--- config.mk ---
export PLATFORM = sky130hd
export DESIGN_NAME = md5_round_reduced_hash
export DESIGN_NICKNAME = d
export VERILOG_FILES = /design/src/hdl/md5rr_pkg.sv /design/src/hdl/md5rr_ram.sv /design/src/hdl/md5rr_core.sv /design/src/hdl/md5_round_reduced_hash.sv
export SDC_FILE = /design/constraint.sdc
export NUM_CORES = 2
export LEC_CHECK = 0
export ABC_AREA = 1
export BUFFER_PORTS_ARGS = -buffer_cell sky130_fd_sc_hd__buf_4
export CAP_MARGIN = 20
export CORE_ASPECT_RATIO = 0.75
export CORE_MARGIN = 5
export CORE_UTILIZATION = 43
export CTS_BUF_LIST = sky130_fd_sc_hd__clkbuf_16
export DETAILED_ROUTE_END_ITERATION = 8
export PLACE_DENSITY = 0.61
export SLEW_MARGIN = 20
export SYNTH_ARGS = -nofsm -noshare
export SYNTH_HDL_FRONTEND = slang
export SYNTH_HIERARCHICAL = 1
export SYNTH_SLANG_ARGS = --single-unit
--- constraint.sdc ---
create_clock -name clk -period 9.64 [get_ports clk]
set_clock_uncertainty 0.1 [all_clocks]
set_input_delay 1.446 -clock clk [delete_from_list [all_inputs] [get_ports clk]]
set_output_delay 1.446 -clock clk [all_outputs]
set_load 0.1 [all_outputs]
--- src/hdl/md5rr_pkg.sv ---
`default_nettype none
// ----------------------------------------------------------------------------
// md5rr_pkg
// shared types, constants and round tables of the round-reduced md5 hash
// ----------------------------------------------------------------------------
package md5rr_pkg;

	// data path
	localparam int WORD_W     = 32;
	localparam int BYTE_W     = 8;
	localparam int BANK_WORDS = 16;
	localparam int BANKS      = 2;
	localparam int RAM_DEPTH  = BANKS * BANK_WORDS;
	localparam int RAM_AW     = $clog2(RAM_DEPTH);
	localparam int DIGEST_W   = 4 * WORD_W;

	// configuration port
	localparam int CFG_AW = 3;
	localparam int CFG_DW = 32;
	localparam int STEP_W = 7;
	localparam logic REG_STEP_COUNT = 1'b0;
	localparam logic [STEP_W-1:0] STEP_COUNT_RESET = 7'd64;
	localparam logic [STEP_W-1:0] MAX_STEPS        = 7'd64;
	localparam logic [5:0]        LAST_STEP_FULL   = 6'd63;

	// input kinds carried in tuser
	localparam logic ACT_ABSORB = 1'b0;
	localparam logic ACT_FINISH = 1'b1;

	// padding
	localparam logic [7:0] PAD_BYTE      = 8'h80;
	localparam logic [5:0] LAST_POS      = 6'h3F;
	localparam logic [5:0] PAD_SPLIT_POS = 6'd56;
	localparam logic [3:0] LAST_WORD     = 4'd15;
	localparam logic [3:0] LEN_LO_WORD   = 4'd14;
	localparam logic [3:0] LEN_HI_WORD   = 4'd15;

	// four chaining words, word a in the low bits
	typedef logic [3:0][WORD_W-1:0] chain_t;

	localparam chain_t CHAIN_IV = {32'h10325476, 32'h98badcfe, 32'hefcdab89, 32'h67452301};

	// commands from the message control to the compression core
	typedef struct packed {
		logic       start;
		logic       init;
		logic       bank;
		logic [5:0] last_step;
	} core_ctrl_t;

	// additive constant of step i
	function automatic logic [31:0] md5_k(input logic [5:0] i);
		logic [31:0] k;
		unique case (i)
			6'd0:  k = 32'd3614090360;
			6'd1:  k = 32'd3905402710;
			6'd2:  k = 32'd606105819;
			6'd3:  k = 32'd3250441966;
			6'd4:  k = 32'd4118548399;
			6'd5:  k = 32'd1200080426;
			6'd6:  k = 32'd2821735955;
			6'd7:  k = 32'd4249261313;
			6'd8:  k = 32'd1770035416;
			6'd9:  k = 32'd2336552879;
			6'd10: k = 32'd4294925233;
			6'd11: k = 32'd2304563134;
			6'd12: k = 32'd1804603682;
			6'd13: k = 32'd4254626195;
			6'd14: k = 32'd2792965006;
			6'd15: k = 32'd1236535329;
			6'd16: k = 32'd4129170786;
			6'd17: k = 32'd3225465664;
			6'd18: k = 32'd643717713;
			6'd19: k = 32'd3921069994;
			6'd20: k = 32'd3593408605;
			6'd21: k = 32'd38016083;
			6'd22: k = 32'd3634488961;
			6'd23: k = 32'd3889429448;
			6'd24: k = 32'd568446438;
			6'd25: k = 32'd3275163606;
			6'd26: k = 32'd4107603335;
			6'd27: k = 32'd1163531501;
			6'd28: k = 32'd2850285829;
			6'd29: k = 32'd4243563512;
			6'd30: k = 32'd1735328473;
			6'd31: k = 32'd2368359562;
			6'd32: k = 32'd4294588738;
			6'd33: k = 32'd2272392833;
			6'd34: k = 32'd1839030562;
			6'd35: k = 32'd4259657740;
			6'd36: k = 32'd2763975236;
			6'd37: k = 32'd1272893353;
			6'd38: k = 32'd4139469664;
			6'd39: k = 32'd3200236656;
			6'd40: k = 32'd681279174;
			6'd41: k = 32'd3936430074;
			6'd42: k = 32'd3572445317;
			6'd43: k = 32'd76029189;
			6'd44: k = 32'd3654602809;
			6'd45: k = 32'd3873151461;
			6'd46: k = 32'd530742520;
			6'd47: k = 32'd3299628645;
			6'd48: k = 32'd4096336452;
			6'd49: k = 32'd1126891415;
			6'd50: k = 32'd2878612391;
			6'd51: k = 32'd4237533241;
			6'd52: k = 32'd1700485571;
			6'd53: k = 32'd2399980690;
			6'd54: k = 32'd4293915773;
			6'd55: k = 32'd2240044497;
			6'd56: k = 32'd1873313359;
			6'd57: k = 32'd4264355552;
			6'd58: k = 32'd2734768916;
			6'd59: k = 32'd1309151649;
			6'd60: k = 32'd4149444226;
			6'd61: k = 32'd3174756917;
			6'd62: k = 32'd718787259;
			6'd63: k = 32'd3951481745;
			default: k = '0;
		endcase
		return k;
	endfunction

	// rotate amount of step i
	function automatic logic [4:0] md5_rot(input logic [5:0] i);
		logic [4:0] s;
		unique case ({i[5:4], i[1:0]})
			4'h0: s = 5'd7;
			4'h1: s = 5'd12;
			4'h2: s = 5'd17;
			4'h3: s = 5'd22;
			4'h4: s = 5'd5;
			4'h5: s = 5'd9;
			4'h6: s = 5'd14;
			4'h7: s = 5'd20;
			4'h8: s = 5'd4;
			4'h9: s = 5'd11;
			4'hA: s = 5'd16;
			4'hB: s = 5'd23;
			4'hC: s = 5'd6;
			4'hD: s = 5'd10;
			4'hE: s = 5'd15;
			4'hF: s = 5'd21;
			default: s = '0;
		endcase
		return s;
	endfunction

	// message word used by step i
	function automatic logic [3:0] md5_g(input logic [5:0] i);
		logic [7:0] p;
		unique case (i[5:4])
			2'd0: p = {4'd0, i[3:0]};
			2'd1: p = {4'd0, i[3:0]} * 8'd5 + 8'd1;
			2'd2: p = {4'd0, i[3:0]} * 8'd3 + 8'd5;
			2'd3: p = {4'd0, i[3:0]} * 8'd7;
			default: p = '0;
		endcase
		return p[3:0];
	endfunction

endpackage
`default_nettype wire

--- src/hdl/md5rr_ram.sv ---
`default_nettype none
// ----------------------------------------------------------------------------
// md5rr_ram
// generic simple dual-port ram, one write port, one registered read port
// ----------------------------------------------------------------------------
module md5rr_ram #(
	parameter int WIDTH = 32,
	parameter int DEPTH = 32
) (
	input  logic                     clk,
	input  logic                     we,
	input  logic [$clog2(DEPTH)-1:0] waddr,
	input  logic [WIDTH-1:0]         wdata,
	input  logic [$clog2(DEPTH)-1:0] raddr,
	output logic [WIDTH-1:0]         rdata
);

	logic [WIDTH-1:0] mem [DEPTH];

	always_ff @(posedge clk) begin
		if (we) begin
			mem[waddr] <= wdata;
		end
		rdata <= mem[raddr];
	end

endmodule
`default_nettype wire

--- src/hdl/md5rr_core.sv ---
`default_nettype none
// ----------------------------------------------------------------------------
// md5rr_core
// compression core: one md5 step per cycle over a message block in ram
// ----------------------------------------------------------------------------
module md5rr_core (
	input  logic                          clk,
	input  logic                          arst_n,
	input  md5rr_pkg::core_ctrl_t         ctrl,
	input  logic [md5rr_pkg::WORD_W-1:0]  ram_rdata,
	output logic [md5rr_pkg::RAM_AW-1:0]  ram_raddr,
	output logic                          busy,
	output md5rr_pkg::chain_t             chain
);

	import md5rr_pkg::*;

	typedef enum logic [2:0] {
		EN_IDLE = 3'b001,
		EN_RUN  = 3'b010,
		EN_ADD  = 3'b100
	} eng_state_t;

	eng_state_t        state_q;
	logic [5:0]        step_q;
	logic [5:0]        last_q;
	logic              bank_q;
	chain_t            chain_q;
	logic [WORD_W-1:0] v_q [4];

	logic [5:0]        step_nxt;
	logic [WORD_W-1:0] fx;
	logic [WORD_W-1:0] sum;
	logic [63:0]       rot_w;
	logic [WORD_W-1:0] step_new;
	logic [1:0]        n2;
	chain_t            sel;
	chain_t            chain_sum;

	assign step_nxt = step_q + 6'd1;
	assign busy     = (state_q != EN_IDLE);
	assign chain    = chain_q;

	// read one step ahead so the word is in the ram output register on time
	always_comb begin
		if (state_q == EN_RUN) begin
			ram_raddr = {bank_q, md5_g(step_nxt)};
		end else begin
			ram_raddr = {ctrl.bank, md5_g(6'd0)};
		end
	end

	// registers rotate so the word being updated always sits in v_q[0]
	always_comb begin
		unique case (step_q[5:4])
			2'd0: fx = (v_q[1] & v_q[2]) | (~v_q[1] & v_q[3]);
			2'd1: fx = (v_q[1] & v_q[3]) | (v_q[2] & ~v_q[3]);
			2'd2: fx = v_q[1] ^ v_q[2] ^ v_q[3];
			2'd3: fx = v_q[2] ^ (v_q[1] | ~v_q[3]);
			default: fx = '0;
		endcase
		sum      = v_q[0] + fx + ram_rdata + md5_k(step_q);
		rot_w    = {sum, sum} << md5_rot(step_q);
		step_new = v_q[1] + rot_w[63:32];
	end

	// undo the register rotation for the add-back
	assign n2 = last_q[1:0] + 2'd1;

	always_comb begin
		unique case (n2)
			2'd0: sel = {v_q[3], v_q[2], v_q[1], v_q[0]};
			2'd1: sel = {v_q[0], v_q[3], v_q[2], v_q[1]};
			2'd2: sel = {v_q[1], v_q[0], v_q[3], v_q[2]};
			2'd3: sel = {v_q[2], v_q[1], v_q[0], v_q[3]};
			default: sel = '0;
		endcase
		for (int j = 0; j < 4; j++) begin
			chain_sum[j] = chain_q[j] + sel[j];
		end
	end

	always_ff @(posedge clk or negedge arst_n) begin
		if (!arst_n) begin
			state_q <= EN_IDLE;
			chain_q <= CHAIN_IV;
			step_q  <= '0;
			last_q  <= '0;
			bank_q  <= 1'b0;
		end else begin
			unique case (state_q)
				EN_IDLE: begin
					if (ctrl.start) begin
						state_q <= EN_RUN;
						step_q  <= '0;
						last_q  <= ctrl.last_step;
						bank_q  <= ctrl.bank;
					end else if (ctrl.init) begin
						chain_q <= CHAIN_IV;
					end
				end
				EN_RUN: begin
					if (step_q == last_q) begin
						state_q <= EN_ADD;
					end else begin
						step_q <= step_nxt;
					end
				end
				EN_ADD: begin
					chain_q <= chain_sum;
					state_q <= EN_IDLE;
				end
				default: state_q <= EN_IDLE;
			endcase
		end
	end

	always_ff @(posedge clk) begin
		if (state_q == EN_IDLE && ctrl.start) begin
			for (int j = 0; j < 4; j++) begin
				v_q[j] <= chain_q[j];
			end
		end else if (state_q == EN_RUN) begin
			v_q[0] <= v_q[3];
			v_q[1] <= step_new;
			v_q[2] <= v_q[1];
			v_q[3] <= v_q[2];
		end
	end

	a_step_bound: assert property (@(posedge clk) disable iff (!arst_n)
		(state_q == EN_RUN) |-> (step_q <= last_q))
		else $error("step counter ran past the last step");

	a_add_once: assert property (@(posedge clk) disable iff (!arst_n)
		(state_q == EN_ADD) |=> (state_q == EN_IDLE))
		else $error("add-back did not return to idle");

	a_start_idle: assert property (@(posedge clk) disable iff (!arst_n)
		ctrl.start |-> (state_q == EN_IDLE))
		else $error("compression started while busy");

endmodule
`default_nettype wire

--- src/hdl/md5_round_reduced_hash.sv ---
`default_nettype none
// ----------------------------------------------------------------------------
// md5_round_reduced_hash
// md5 over a byte stream with a programmable number of steps per block
// ----------------------------------------------------------------------------
//
//  channel   direction  payload (low bit first)            transfer when
//  s_*       in         tdata: data_byte; tuser: action     s_tvalid & s_tready
//  m_*       out        tdata: digest words a, b, c, d     m_tvalid & m_tready
//  apb       in/out     step_count at byte address 0       psel & penable & pwrite
//
// message words live in a two-bank ram: the next block loads into one bank
// while the core compresses the other, through the ram's single read port.
// the byte that closes a block waits only while the previous block still
// compresses. a finish writes the marker word, then (15 - word position)
// pad writes, one kick, the compression and the load of the digest; a tail
// of 56 bytes or more adds a turnaround, 16 pad writes, one kick and one
// more compression. reset clears control and chaining state only; the ram
// is not cleared. a stalled output holds its digest while absorb bytes keep
// flowing; only the next finish waits for it.
//
module md5_round_reduced_hash (
	input  logic                             clk,
	input  logic                             arst_n,
	// configuration
	input  logic                             psel,
	input  logic                             penable,
	input  logic                             pwrite,
	input  logic [md5rr_pkg::CFG_AW-1:0]     paddr,
	input  logic [md5rr_pkg::CFG_DW-1:0]     pwdata,
	output logic [md5rr_pkg::CFG_DW-1:0]     prdata,
	output logic                             pready,
	// input stream
	input  logic                             s_tvalid,
	output logic                             s_tready,
	input  logic [md5rr_pkg::BYTE_W-1:0]     s_tdata,   // data_byte
	input  logic                             s_tuser,   // action
	// digest stream
	output logic                             m_tvalid,
	input  logic                             m_tready,
	output logic [md5rr_pkg::DIGEST_W-1:0]   m_tdata    // digest_word_a, _b, _c, _d
);

	import md5rr_pkg::*;

	typedef enum logic [3:0] {
		ST_ABSORB = 4'b0001,
		ST_PAD    = 4'b0010,
		ST_KICK   = 4'b0100,
		ST_WAIT   = 4'b1000
	} msg_state_t;

	msg_state_t               state_q;
	logic [63:0]              bitcnt_q;
	logic                     bank_q;
	logic [3:0]               wp_q;
	logic                     two_q;
	logic                     out_valid_q;
	logic [DIGEST_W-1:0]      out_data_q;
	logic [STEP_W-1:0]        step_count_q;
	logic [2:0][BYTE_W-1:0]   word_q;

	logic [5:0]               byte_pos;
	logic [1:0]               lane;
	logic [3:0]               widx;
	logic                     is_finish;
	logic                     absorb_xfer;
	logic                     finish_xfer;
	logic                     block_end;
	logic                     fin_load;
	logic [3:0][BYTE_W-1:0]   pad_word;
	logic [5:0]               last_step;
	logic                     cfg_wr;

	logic                     ram_we;
	logic [RAM_AW-1:0]        ram_waddr;
	logic [WORD_W-1:0]        ram_wdata;
	logic [RAM_AW-1:0]        ram_raddr;
	logic [WORD_W-1:0]        ram_rdata;

	core_ctrl_t               core_ctrl;
	logic                     core_busy;
	chain_t                   chain;

	// byte position inside the block comes straight from the bit count
	assign byte_pos  = bitcnt_q[8:3];
	assign lane      = byte_pos[1:0];
	assign widx      = byte_pos[5:2];
	assign is_finish = (s_tuser == ACT_FINISH);

	// a finish needs an idle core and a free output register; the byte that
	// closes a block needs the core free to take that block at once
	always_comb begin
		s_tready = 1'b0;
		if (state_q == ST_ABSORB) begin
			if (is_finish) begin
				s_tready = !core_busy && !out_valid_q;
			end else begin
				s_tready = (byte_pos != LAST_POS) || !core_busy;
			end
		end
	end

	assign absorb_xfer = s_tvalid && s_tready && !is_finish;
	assign finish_xfer = s_tvalid && s_tready && is_finish;
	assign block_end   = absorb_xfer && (byte_pos == LAST_POS);
	assign fin_load    = (state_q == ST_WAIT) && !core_busy && !two_q;

	// zero or out-of-range step count means full md5
	always_comb begin
		if (step_count_q == '0 || step_count_q > MAX_STEPS) begin
			last_step = LAST_STEP_FULL;
		end else begin
			last_step = 6'(step_count_q - 7'd1);
		end
	end

	// word holding the 0x80 marker: earlier bytes of the word, marker, zeros
	always_comb begin
		for (int j = 0; j < 3; j++) begin
			if (2'(j) < lane) begin
				pad_word[j] = word_q[j];
			end else if (2'(j) == lane) begin
				pad_word[j] = PAD_BYTE;
			end else begin
				pad_word[j] = '0;
			end
		end
		pad_word[3] = (lane == 2'd3) ? PAD_BYTE : '0;
	end

	// ram write side: full words of absorbed bytes, then the padding
	always_comb begin
		ram_we    = 1'b0;
		ram_waddr = {bank_q, widx};
		ram_wdata = {s_tdata, word_q};
		priority if (absorb_xfer && lane == 2'd3) begin
			ram_we = 1'b1;
		end else if (finish_xfer) begin
			ram_we    = 1'b1;
			ram_wdata = pad_word;
		end else if (state_q == ST_PAD) begin
			ram_we    = 1'b1;
			ram_waddr = {bank_q, wp_q};
			if (!two_q && wp_q == LEN_LO_WORD) begin
				ram_wdata = bitcnt_q[31:0];
			end else if (!two_q && wp_q == LEN_HI_WORD) begin
				ram_wdata = bitcnt_q[63:32];
			end else begin
				ram_wdata = '0;
			end
		end
	end

	assign core_ctrl.start     = block_end || (state_q == ST_KICK);
	assign core_ctrl.init      = fin_load;
	assign core_ctrl.bank      = bank_q;
	assign core_ctrl.last_step = last_step;

	md5rr_ram #(
		.WIDTH (WORD_W),
		.DEPTH (RAM_DEPTH)
	) u_msg_ram (
		.clk   (clk),
		.we    (ram_we),
		.waddr (ram_waddr),
		.wdata (ram_wdata),
		.raddr (ram_raddr),
		.rdata (ram_rdata)
	);

	md5rr_core u_core (
		.clk       (clk),
		.arst_n    (arst_n),
		.ctrl      (core_ctrl),
		.ram_rdata (ram_rdata),
		.ram_raddr (ram_raddr),
		.busy      (core_busy),
		.chain     (chain)
	);

	// message sequencing
	always_ff @(posedge clk or negedge arst_n) begin
		if (!arst_n) begin
			state_q  <= ST_ABSORB;
			bitcnt_q <= '0;
			bank_q   <= 1'b0;
			wp_q     <= '0;
			two_q    <= 1'b0;
		end else begin
			unique case (state_q)
				ST_ABSORB: begin
					if (absorb_xfer) begin
						bitcnt_q <= bitcnt_q + 64'd8;
						if (block_end) begin
							// closed block goes to the core, keep loading the other bank
							bank_q <= ~bank_q;
						end
					end else if (finish_xfer) begin
						two_q   <= (byte_pos >= PAD_SPLIT_POS);
						wp_q    <= widx + 4'd1;
						state_q <= (widx == LAST_WORD) ? ST_KICK : ST_PAD;
					end
				end
				ST_PAD: begin
					if (wp_q == LAST_WORD) begin
						state_q <= ST_KICK;
					end else begin
						wp_q <= wp_q + 4'd1;
					end
				end
				ST_KICK: state_q <= ST_WAIT;
				ST_WAIT: begin
					if (!core_busy) begin
						if (two_q) begin
							// length did not fit: one more block of zeros and length
							two_q   <= 1'b0;
							wp_q    <= '0;
							state_q <= ST_PAD;
						end else begin
							bitcnt_q <= '0;
							state_q  <= ST_ABSORB;
						end
					end
				end
				default: state_q <= ST_ABSORB;
			endcase
		end
	end

	// byte lanes of the word being assembled
	always_ff @(posedge clk) begin
		if (absorb_xfer && lane != 2'd3) begin
			word_q[lane] <= s_tdata;
		end
	end

	// digest output register
	always_ff @(posedge clk or negedge arst_n) begin
		if (!arst_n) begin
			out_valid_q <= 1'b0;
		end else if (fin_load) begin
			out_valid_q <= 1'b1;
		end else if (m_tready) begin
			out_valid_q <= 1'b0;
		end
	end

	always_ff @(posedge clk) begin
		if (fin_load) begin
			out_data_q <= chain;
		end
	end

	assign m_tvalid = out_valid_q;
	assign m_tdata  = out_data_q;

	// configuration register
	assign pready = 1'b1;
	assign cfg_wr = psel && penable && pwrite && pready;

	always_ff @(posedge clk or negedge arst_n) begin
		if (!arst_n) begin
			step_count_q <= STEP_COUNT_RESET;
		end else if (cfg_wr && paddr[CFG_AW-1:2] == REG_STEP_COUNT) begin
			step_count_q <= pwdata[STEP_W-1:0];
		end
	end

	always_comb begin
		if (paddr[CFG_AW-1:2] == REG_STEP_COUNT) begin
			prdata = {{(CFG_DW-STEP_W){1'b0}}, step_count_q};
		end else begin
			prdata = '0;
		end
	end

	a_no_overwrite: assert property (@(posedge clk) disable iff (!arst_n)
		fin_load |-> !out_valid_q)
		else $error("digest loaded over an untaken result");

	a_pad_idle_core: assert property (@(posedge clk) disable iff (!arst_n)
		(state_q == ST_PAD) |-> !core_busy)
		else $error("padding written while the core compresses");

	a_kick_starts: assert property (@(posedge clk) disable iff (!arst_n)
		(state_q == ST_KICK) |=> core_busy)
		else $error("final block did not start compressing");

endmodule
`default_nettype wire

# ---- Word level (Yosys, flattened, before mapping)
# Memory sizes are Yosys's and may differ from the RTL's. A register that Yosys moved wholly into a read port is not among the register bits.
# Index checks and enable logic that the tools add are counted.
dict set report classes {
  order_cmp 7
  muxes 72
  reduce_logical 42
  add_sub_neg 16
  shift 1
  bitwise 18
  multipliers 3
  n_eq_ne 40
}
# operator n
set op_table {}
lappend op_table {{$pmux W128 S4} 1}
lappend op_table {{$mux W32} 9}
lappend op_table {{$add A32 B32 Y32} 8}
lappend op_table {{$mux W128} 2}
lappend op_table {{$pmux W128 S2} 1}
lappend op_table {{$mux W64} 3}
lappend op_table {{$and A32 B32 Y32} 4}
lappend op_table {{$pmux W32 S4} 1}
lappend op_table {{$pmux W64 S2} 1}
lappend op_table {{$or A32 B32 Y32} 3}
lappend op_table {{$xor A32 B32 Y32} 3}
lappend op_table {{$add A64 B4 Y64 const B} 1}
lappend op_table {{$mux W8} 8}
lappend op_table {{$not A32 Y32} 2}
lappend op_table {{$shl A64 B5 Y64} 1}
lappend op_table {{$mux W4} 12}
lappend op_table {{$pmux W4 S4} 2}
lappend op_table {{$bwmux W24} 1}
lappend op_table {{$ne A2 B2 Y1 const B} 11}
lappend op_table {{$mux W6} 3}
lappend op_table {{$mux W1} 17}
lappend op_table {{$demux W8 S2} 1}
lappend op_table {{$eq A4 B4 Y1 const B} 4}
lappend op_table {{$logic_and A1 B1 Y1} 16}
lappend op_table {{48 further kinds} 84}
dict set report word_totals {
  memories 4
  register_bits 378
  romBits 2128
  output_inout_bits 163
  ram_bits 1152
  in_bits 51
}
# memory words word_bits read_ports rd_ports_with_merged_regs wr line_no
set memory_table {}
lappend memory_table {{(no name shown)} 64 32 1 0 0 md5rr_pkg.sv:54} ;# unique case (i)
lappend memory_table {u_msg_ram.mem 32 32 1 1 1 md5rr_ram.sv:18} ;# logic [WIDTH-1:0] mem [DEPTH];
lappend memory_table {u_core.v_q 4 32 4 0 4 md5rr_core.sv:29} ;# logic [WORD_W-1:0] v_q [4];
lappend memory_table {{(no name shown)} 16 5 1 0 0 md5rr_pkg.sv:127} ;# unique case ({i[5:4], i[1:0]})

# ---- Longest topological paths before layout
dict set report depth {
  word_depth 13
  mapped_depth 54
}

# ---- Cells and area by module
# Netlist, hierarchy kept.
# module area_per_inst_um2 cells_each n_inst seq_area_each_um2
set by_module_without_submodules {}
lappend by_module_without_submodules {md5rr_ram 42405.7 3536 1 31390.1}
lappend by_module_without_submodules {md5rr_core 31896.8 4803 1 7528.5}
lappend by_module_without_submodules {md5_round_reduced_hash 11345.9 1254 1 6543.8}

# ---- Least setup slack after synthesis
# Ideal clock, no wire load.
dict set report synth_timing {
  kind {register to register}
  from {register u_core.step_q[0]}
  to {memory u_core.v_q[1][20], in the netlist u_core/v_q[0][52], data pin}
  path_buffers 3
  slack_ps 2312
  synth_period_minus_slack_ps 7328
  arrival_ps 6964
  stages_incl_launch_ff 51
  cell_sequence {dfrtp_1 > buf_6 > inv_1 > clkbuf_1 > ha_1 > buf_2 > nand2_1 > inv_1 > o221ai_1 > a32oi_1 > nand3_1 > fa_1 > inv_1 > fa_1 > inv_1 > ha_1 > inv_1 > fa_1 > [... 15 more ...] > nand2_1 > ha_1 > fa_1 > nand3_1 > nand3_1 > inv_1 > o21bai_2 > nand2_1 > nand2_1 > nand2_1 > nand2_1 > a21oi_2 > o21ai_2 > a21oi_1 > nor2_1 > nor3_1 > nand3b_1 > o21ai_0}
}
# item line_no
set synth_lines {}
lappend synth_lines {{start, declared} md5rr_core.sv:25} ;# logic [5:0] step_q;
lappend synth_lines {{start signal, assigned} md5rr_core.sv:106} ;# step_q <= step_nxt;
lappend synth_lines {{end, declared} md5rr_core.sv:29}

==> summary.md <==
| Metric | Value |
|---|---|
| Status | finished clean |
| Worst-Skew Late Latency | 850 ps |
| Final Hold Vio Count | 0 |
| GRT Util Overall | 0.2859 |
| Die ar. | 208300 um2 |
| CTS root buf | clkbuf_16 |
| Cells after Synth | 9593 |
| Leading cell types in the layout, fill and taps excluded | nand2_1, edfxtp_1, nand3_1 |
| Max-cap check violation count | 0 |
| Initial drt markers | 9726 |
| CP most frequent cell | nand2_1 |
| CP max stage delay | 510 ps |
| Pin count of the biggest net entering global routing | 193 |
| Worst-Margin Slew | 1107 ps |
| Most common cell after layout, fill and taps aside | nand2_1 |
| Worst-path fanout max | 9 |
| # clock sinks | 1559 |
| End of the critical path | u_core/v_q[0][63]$_DFFE_PP_ |
| WP data arrival | 9650 ps |
| Hold_ws | 370.6 ps |
| Number of I/O pins | 214 |
| CP startpoint kind | register |
| Top-area cell type share of the netlist area | 0.4572 |
| Buffers on Ports | 160 |
| GRT Max-Usage Layer | met1 |
| H-tree Lvls | 4 |
| Cell taking the most area after synthesis | edfxtp_1 |
| Crit path buf inv count | 5 |
| TritonRoute pass-1 iters | 6 |
| Ranking of synthesized cells by area | edfxtp_1, nand2_1, nand3_1, dfrtp_1, o21ai_0 |
| Slew margin rel. | 0.2542 |
| Delay-heaviest family, CP | simple AND/OR/NAND/NOR gates |
| Min cycle time layout | 9225 ps |
| Synth unique cells | 81 |
| CTS resizes | 0 |
| Sequential share of the synthesized area | 0.5308 |
| Dpl hpwl | 206.5 mm |
| Synth Area in Simple Gates | 0.2309 |
| Worst setup EP type | register |
| Critical R2R Launch | u_core/step_q[1]$_DFFE_PN0P_ |
| GP Congestion | 0.9857 |
| Crit path launch | u_core/step_q[1]$_DFFE_PN0P_ |
| Synth Area in Compound Gates | 0.1108 |
| Slowest CP cell | fa_1 |
| Setup TNS | 0 ps |
| Post-CTS Hold Buffers | 0 |
| Post-DR vias/cell | 5.777 |
| DR DRC count | 0 |
| Via count | 73050 |
| FF-to-FF End | u_core/v_q[0][63]$_DFFE_PP_ |
| CTS tree | done |
| Filler cell count | 18530 |
| Final worst slack | 415.4 ps |
| Die W | 525.3 um |
| Critical path depth | 42 |
| Post-Route WL | 309.2 mm |
| Fmax | 108.4 MHz |
| CTS Buf Count | 166 |
| Nets@finish | 10210 |
| Setup WS pre-CTS | 863.2 ps |
| Die Span Y | 396.5 um |
| Grt total ovfl | 0 |
| Crit Path Category | register to register |
| Vias in the first global route | 67890 |
| Final setup viols | 0 |
| Clock slew at reported path FFs | 60 ps |
| RSZ-0062 raised after global routing | no |
| Seq cells post-synth | 1559 |
| Xor/xnor cell area share of the yosys netlist | 0.009919 |
| Post-route ant nets | 0 |
| Register area | 45460 um2 |
| Number of synthesized flops with an enable pin | 1304 |
| Worst path required time | 10070 ps |
| Reg-to-reg setup timing slack | 420 ps |
| Core area | 197600 um2 |
| Layout cells sized above 1 | 0.1067 |
| # rows | 141 |
| Area of the multi-input gates | 34770 um2 |
| Clock Path Buffers | 4 |
| Yosys warns | 6 |
| M3 GR Usage | 0.05672 |
| GR Layer Usage met1 | 0.4411 |
| Mux contribution to synthesized area | 0.0003506 |
| Mapped Area | 85650 um2 |
| First-pass GRT wire length | 449.9 mm |
| Post-synth ARST share | 0.1430 |
| Worst min path class | register to register |
| Initial Util | 0.4335 |
| Mean post-synth cell area | 8.928 um2 |
| Top_reg_cell synth | edfxtp_1 |
| Path depth of the worst reg2reg path | 42 |
| Period utilization | 0.9569 |
| Post-CTS Setup Inserts | 0 |
| Adder-Cell Fraction of Synth Area | 0.04780 |
| Pins Over Slew Limit | 0 |
| Final core occ | 0.4880 |
| Initial antenna violation count | 5 |
| GRT met2 Usage | 0.4061 |
| Area grow syn2layout | 12.57% |
| Largest family of logic cells by synthesized area | simple AND/OR/NAND/NOR gates |
| Routed len/inst | 24.45 um |
-- synthesized netlist by cell type (68+ instances only) --
master and n:
a21oi_1 469, buf_6 79, nand3_1 1219, buf_2 108, ha_1 220, edfxtp_1 1304, xor2_1 68, nand2_1 2696
o22ai_1 222, nor2_1 510, inv_1 807, dfrtp_1 156, clkbuf_1 184, o21ai_0 654
-- registers in the layout, summed over array words and instances (netlist names) --
name and flops:
bank_q 1, bitcnt_q 61, u_msg_ram/rdata 32, wp_q 4, u_core/state_q 3, u_core/step_q 6, u_core/chain 128, u_core/last_q 6
m_tvalid 1, m_tdata 128, u_core/v_q 128, u_core/bank_q 1, u_msg_ram/mem 1024, two_q 1, state_q 4, word_q 24
step_count_q 7
-- worst min-delay path by stage --
| stage | start | to | slack [ps] | cells past startpoint |
|---|---|---|---|---|
| after floorplan | u_core/chain[103]$_DFFE_PN0P_ | m_tdata[103]$_DFFE_PP_ | 350 | 0 |
| after global placement | u_core/bank_q$_DFFE_PN0P_ | u_core/bank_q$_DFFE_PN0P_ | 370 | 2 |
| after detailed placement | u_core/chain[119]$_DFFE_PN0P_ | m_tdata[119]$_DFFE_PP_ | 370 | 0 |
| after CTS | u_core/chain[105]$_DFFE_PN0P_ | m_tdata[105]$_DFFE_PP_ | 370 | 0 |
| after global routing | u_core/chain[105]$_DFFE_PN0P_ | m_tdata[105]$_DFFE_PP_ | 390 | 0 |
| final | u_core/chain[105]$_DFFE_PN0P_ | m_tdata[105]$_DFFE_PP_ | 370 | 0 |
-- stage by stage --
| stage | area (um2) | instances |
|---|---|---|
| 2_1_floorplan | 85740 | 9617 |
| 3_3_place_gp | 91100 | 12340 |
| 3_5_place_dp | 91120 | 12350 |
| 4_1_cts | 96340 | 12640 |
| 5_1_grt | 96410 | 12640 |
| 6_report | 96420 | 12650 |
-- cell families after synthesis --
kind of cell | count (synthesis)
xor+xnor | 97
flops | 1559
other cells | 2
compound gates | 1670
buf+inv | 1308
mux | 3
fa+ha+maj | 287
simple gates | 4667
-- worst reg2reg max path, delay by kind of cell (launching register included) --
family                   cells  cell delay (ps)
flip-flops                   1              450
AND/OR/NAND/NOR             24             3390
adder cells (fa/ha/maj)      5             2220
XOR/XNOR                     1              340
AO/OA/AOI/OAI                7             1510
buffers and inverters        5              950
-- routing by layer --
layer / part of all wire / vias to the layer above
met4: 0.029 / 0
met1: 0.45 / 35380
met3: 0.11 / 460
li1: - / 33540
met2: 0.41 / 3667
met5: 0 / -
-- final cells by class --
class,instances,share of cell area
flip-flops and latches,1559,0.4715
multi-input cells,6750,0.3606
repair buffers,557,0.04625
clock buffers,170,0.04412
well taps,2645,0.03432
inverters,837,0.03308
clock inverters,126,0.01007
diodes,1,0.00002595
Power is not shown: default switching activity piles up to over one toggle a cycle in this logic, so the estimate is an artifact.
